==> src/hdl/pcbp_pkg.sv <==
// ----------------------------------------------------------------------------
// pcbp_pkg
// Shared types and constants of the prefix code bit packer: request modes,
// controller states and the command and status bundles between controller
// and datapath.
// ----------------------------------------------------------------------------
package pcbp_pkg;

   localparam int SYMBOLS_DEF      = 256;
   localparam int MAX_CODE_LEN_DEF = 32;

   localparam int BYTE_W  = 8;             // output byte
   localparam int IDX_W   = 8;             // entry_index and symbol fields
   localparam int LEN_W   = 6;             // code_length field
   localparam int CODE_W  = 32;            // code_bits field
   localparam int MODE_W  = 2;
   localparam int ACC_W   = BYTE_W + CODE_W;
   localparam int CNT_W   = 6;             // holds 0..ACC_W
   localparam int ADDR_LIM_W = 17;         // wide enough to hold SYMBOLS itself

   // request tdata layout, lowest bit first
   localparam int IDX_LSB   = 0;
   localparam int LEN_LSB   = IDX_LSB + IDX_W;
   localparam int CODE_LSB  = LEN_LSB + LEN_W;
   localparam int SYM_LSB   = CODE_LSB + CODE_W;
   localparam int REQ_DATA_W = ((SYM_LSB + IDX_W + 7) / 8) * 8;

   typedef enum logic [MODE_W-1:0] {
      MODE_LOAD   = 2'd0,
      MODE_ENCODE = 2'd1,
      MODE_FLUSH  = 2'd2
   } mode_type;

   typedef enum logic [1:0] {
      ST_IDLE,
      ST_MERGE,
      ST_EMIT,
      ST_FLUSH
   } state_type;

   typedef struct packed {
      logic ram_wr;    // write table entry
      logic ram_rd;    // look up symbol
      logic merge;     // append looked-up code to pending bits
      logic emit;      // send the low byte of the accumulator
      logic flush;     // send the padded pending byte and clear
   } cmd_type;

   typedef struct packed {
      logic idx_ok;    // entry_index inside the table
      logic sym_ok;    // symbol inside the table
      logic need_emit; // merged word holds more than one byte
      logic last_emit; // byte being emitted is the final one
      logic out_free;  // output register can take a byte
   } stat_type;

endpackage

==> src/hdl/pcbp_ctrl.sv <==
// ----------------------------------------------------------------------------
// pcbp_ctrl
// Controller of the bit packer: takes one request at a time and sequences
// table write, lookup, merge and byte emission in the datapath.
// ----------------------------------------------------------------------------
module pcbp_ctrl (
   input  logic                clock,
   input  logic                reset,
   input  logic                req_tvalid,
   output logic                req_tready,
   input  pcbp_pkg::mode_type  req_mode,
   input  pcbp_pkg::stat_type  stat,
   output pcbp_pkg::cmd_type   cmd
);

   pcbp_pkg::state_type state_ff, state_in;

   always_ff @(posedge clock) begin
      if (reset) begin
         state_ff <= pcbp_pkg::ST_IDLE;
      end else begin
         state_ff <= state_in;
      end
   end

   always_comb begin
      state_in   = state_ff;
      cmd        = '0;
      req_tready = 1'b0;
      case (state_ff)
         pcbp_pkg::ST_IDLE: begin
            req_tready = 1'b1;
            if (req_tvalid) begin
               case (req_mode)
                  pcbp_pkg::MODE_LOAD: begin
                     cmd.ram_wr = stat.idx_ok;
                  end
                  pcbp_pkg::MODE_ENCODE: begin
                     cmd.ram_rd = stat.sym_ok;
                     if (stat.sym_ok) begin
                        state_in = pcbp_pkg::ST_MERGE;
                     end
                  end
                  pcbp_pkg::MODE_FLUSH: begin
                     state_in = pcbp_pkg::ST_FLUSH;
                  end
                  default: begin
                  end
               endcase
            end
         end
         pcbp_pkg::ST_MERGE: begin
            cmd.merge = 1'b1;
            state_in  = stat.need_emit ? pcbp_pkg::ST_EMIT : pcbp_pkg::ST_IDLE;
         end
         pcbp_pkg::ST_EMIT: begin
            if (stat.out_free) begin
               cmd.emit = 1'b1;
               if (stat.last_emit) begin
                  state_in = pcbp_pkg::ST_IDLE;
               end
            end
         end
         pcbp_pkg::ST_FLUSH: begin
            if (stat.out_free) begin
               cmd.flush = 1'b1;
               state_in  = pcbp_pkg::ST_IDLE;
            end
         end
         default: begin
            state_in = pcbp_pkg::ST_IDLE;
         end
      endcase
   end

endmodule

==> config.mk <==
export PLATFORM = sky130hd
export DESIGN_NAME = pcbp_ctrl
export DESIGN_NICKNAME = d
export VERILOG_FILES = /design/src/hdl/pcbp_pkg.sv /design/src/hdl/pcbp_ctrl.sv
export SDC_FILE = /design/constraint.sdc
export NUM_CORES = 1
export LEC_CHECK = 0
export BUFFER_PORTS_ARGS = -buffer_cell sky130_fd_sc_hd__buf_4
export CAP_MARGIN = 20
export CORE_AREA = 10 10 47 49
export DETAILED_ROUTE_END_ITERATION = 12
export DIE_AREA = 0 0 57 59
export GPL_TIMING_DRIVEN = 1
export PLACE_DENSITY = 0.41
export SLEW_MARGIN = 0
export SYNTH_ARGS = -nofsm -noshare
export SYNTH_HDL_FRONTEND = slang
export SYNTH_SLANG_ARGS = --single-unit
==> constraint.sdc <==
create_clock -name clock -period 1.1 [get_ports clock]
set_input_delay 0.055 -clock clock [delete_from_list [all_inputs] [get_ports clock]]
set_output_delay 0.055 -clock clock [all_outputs]
set_load 0.01 [all_outputs]
==> metrics.md <==
| Metric | Value |
|---|---|
| Maximum VDD drop | `between 0.2 and 0.3 mV` |
| Global Route met3 Usage | `0.0429` |
| Share of cells above drive strength 1 | `0.744` |
| CP Launch Point | `state_ff[0]$_SDFFE_PP0P_` |
| Design Area, Final | `around 370 µm²` |
| Starting Density | `0.104` |
| Clk_lat worst skew | `220 ps` |
| Tot GR Track Use | `0.0407` |
| Max-Cap Viols | `0` |
| Largest net degree at the start of global routing | `7` |
| Max-slew violations | `0` |
| Crit Reg-Reg Startpoint | `state_ff[0]$_SDFFE_PP0P_` |
| Total gr overflow | `0` |
| CP Max Fanout | `3` |
| Tcrit/Tclk final | `1.06` |
| Worst Max-Slew Pin Slew | `between 200 and 300 ps` |
| Mapped Nets | `30` |
| Worst Path Required | `about 1000 ps` |
| Most frequent cells in the layout | `buf_4, nor2_1, clkbuf_4` |
| Final hold violation count | `0` |
| Synthesized cell area | `between 100 and 150 µm²` |
| # IOs | `16` |
| Vias in the first global route | `between 200 and 300` |
| Most flops, register | `state_ff` |
| WL/cell | `about 12 µm` |
| Drt drc | `0` |
| Max Clock Freq | `roughly 850 MHz` |
| Drt pass-1 iters | `1` |
| Post-route ant nets | `0` |
| Die Span X | `between 50 and 60 µm` |
| Via density | `approximately 3.9` |
| Clock Sinks | `2` |
| # rows | `14` |
| Clock tree buffer depth | `2` |
| Biggest regs | `state_ff (2)` |
| Root Buffer | `clkbuf_4` |
| Max reg flops | `2` |
| Final-stage net count | `55` |
| Leakage | `~0.17 nW` |
| Cell taking the most area after synthesis | `dfxtp_1` |
| GR peak layer | `met2` |
| GRT met2 Usage | `0.0620` |
| Worst setup path class | `reg2out` |
| Core footprint | `between 1000 and 1500 µm²` |
| Placed Cells | `53` |
| Min-delay worst type | `in2reg` |
| YS warnings | `0` |
| Status | `complete, but fails checks` |
| Final min period | `roughly 1200 ps` |
| Vias | `233` |
| Non-filler cells, final | `just under 60` |
| Register-to-register setup slack | `between 100 and 150 ps` |
| Critical path launch point type | `flip-flop` |
| Hold_ws | `slightly above 20 ps` |
| Slew margin rel. | `0.822` |
| H-tree Lvls | `1` |
| Met1 usage | `0.0299` |
| CTS tree | `yes` |
| Worst R2R Path Depth | `3` |
| Post-synth cell types | `13` |
| Synth-to-layout area growth | `150%` |
| Share of the synthesized area in the top cell type | `0.274` |
| Die height | `~59 µm` |
| Post-Route WL | `between 600 and 700 µm` |
| Failing checks | `setup timing` |
| Most common library cell in the layout ignoring fill and taps | `buf_4` |
| Largest cells by area after synthesis | `dfxtp_1, nor2_1, mux2_2` |
| Post-synthesis cell count | `20` |
| Die area | `approximately 3400 µm²` |
| Initial antenna violation count | `0` |
| Initial DRC count | `0` |
| Post-Place Cell Area | `300 µm²` |
| Register area share after synthesis | `0.274` |
| Reg-to-Reg End | `state_ff[1]$_SDFFE_PP0P_` |
| Hold path cells | `2` |
| Worst setup margin | `-69.8 ps` |
| CP endpoint kind | `output pin` |
| Crit path DAT | `approximately 1100 ps` |
| Worst Setup EP | `cmd[4]` |
| Post-Syn Area per Cell | `~7.3 µm²` |
| N_diodes | `0` |
| Pwr/cell area | `around 960 nW/µm²` |
| Dpl hpwl | `around 530 µm` |
| Clock skew | `2.14 ps` |
| RSZ-0062 raised after global routing | `yes` |
| Final weighted congestion in routability-driven placement | `0.663` |
| Final setup violation count | `2` |
| PortBufs | `15` |
| Clock Pin Slew Worst Setup and Hold Paths | `30 ps` |
| First-pass GRT wire length | `approximately 1000 µm` |
| Seq cells post-synth | `2` |
| TritonCTS Buffers | `3` |
==> worst max-delay path, cell delays in order, from the launching register on <==
cell	delay, ps
dfxtp_2	330
nor2_4	120
nand2_2	80
nor4b_2	200
buf_4	160
==> per-layer routing <==
metal  share of wire  vias up
li1                -      121
met1            0.34      103
met2            0.51        9
met3            0.15        0
met4               0        0
met5               0        -
==> through the flow <==
stage               utilization  power, mW  setup slack (ps)  TNS (ps)
floorplan                     -      0.114              77.4         0
global placement          0.214      0.170               101         0
detailed placement        0.214      0.171              99.8         0
CTS                       0.247      0.355              -120      -154
global route              0.262      0.386              -143      -218
finish                    0.262      0.353             -69.8     -70.4
==> worst min path at each step <==
| stage | from | to | slack, ps |
|---|---|---|---|
| floorplan | reset | state_ff[1]$_SDFFE_PP0P_ | 130 |
| global placement | reset | state_ff[1]$_SDFFE_PP0P_ | 250 |
| detailed placement | reset | state_ff[1]$_SDFFE_PP0P_ | 260 |
| CTS | reset | state_ff[1]$_SDFFE_PP0P_ | 20 |
| global route | reset | state_ff[1]$_SDFFE_PP0P_ | 20 |
| finish | reset | state_ff[1]$_SDFFE_PP0P_ | 20 |
==> power breakdown <==
part	switching, mW	internal [mW]
Clock	0.0392	0.120
Combinational	0.0423	0.0675
Sequential	0.00548	0.0786
Total	0.0870	0.266
==> logic make-up (layout without fill, tap and decap cells) <==
group	count (synthesis)	count (layout)	share of synthesized area
simple gates	15	15	0.547
compound gates	2	2	0.103
flops	2	2	0.274
mux	1	1	0.0769
buf+inv	0	23	0
==> what timing repair did <==
| action | 4_1_cts | 5_1_grt |
|---|---|---|
| hold buffers | 0 | 0 |
| endpoints found under the setup margin | 2 | 4 |
| buffers inserted | 2 | 1 |
| pin swaps | 1 | 5 |
| gates resized for setup | 3 | 4 |
==> area by class of cell <==
type                            instances  area, µm²
Tap cell                               16       20.0
Fill cell                             163       1030
Timing Repair Buffer                   20        154
Sequential cell                         2       42.5
Clock buffer                            3       22.5
Multi-Input combinational cell         18        128
==> cells in the mapped netlist <==
cell type / count
and3_2: 1
nor2b_1: 1
nand2_1: 3
nor2_1: 4
a211oi_1: 1
nor3_1: 2
nor2_2: 1
o31ai_1: 1
mux2_2: 1
dfxtp_1: 2
nor4bb_1: 1
nand3_1: 1
nor4b_1: 1
Note: power is estimated with default switching activity, not from simulation.
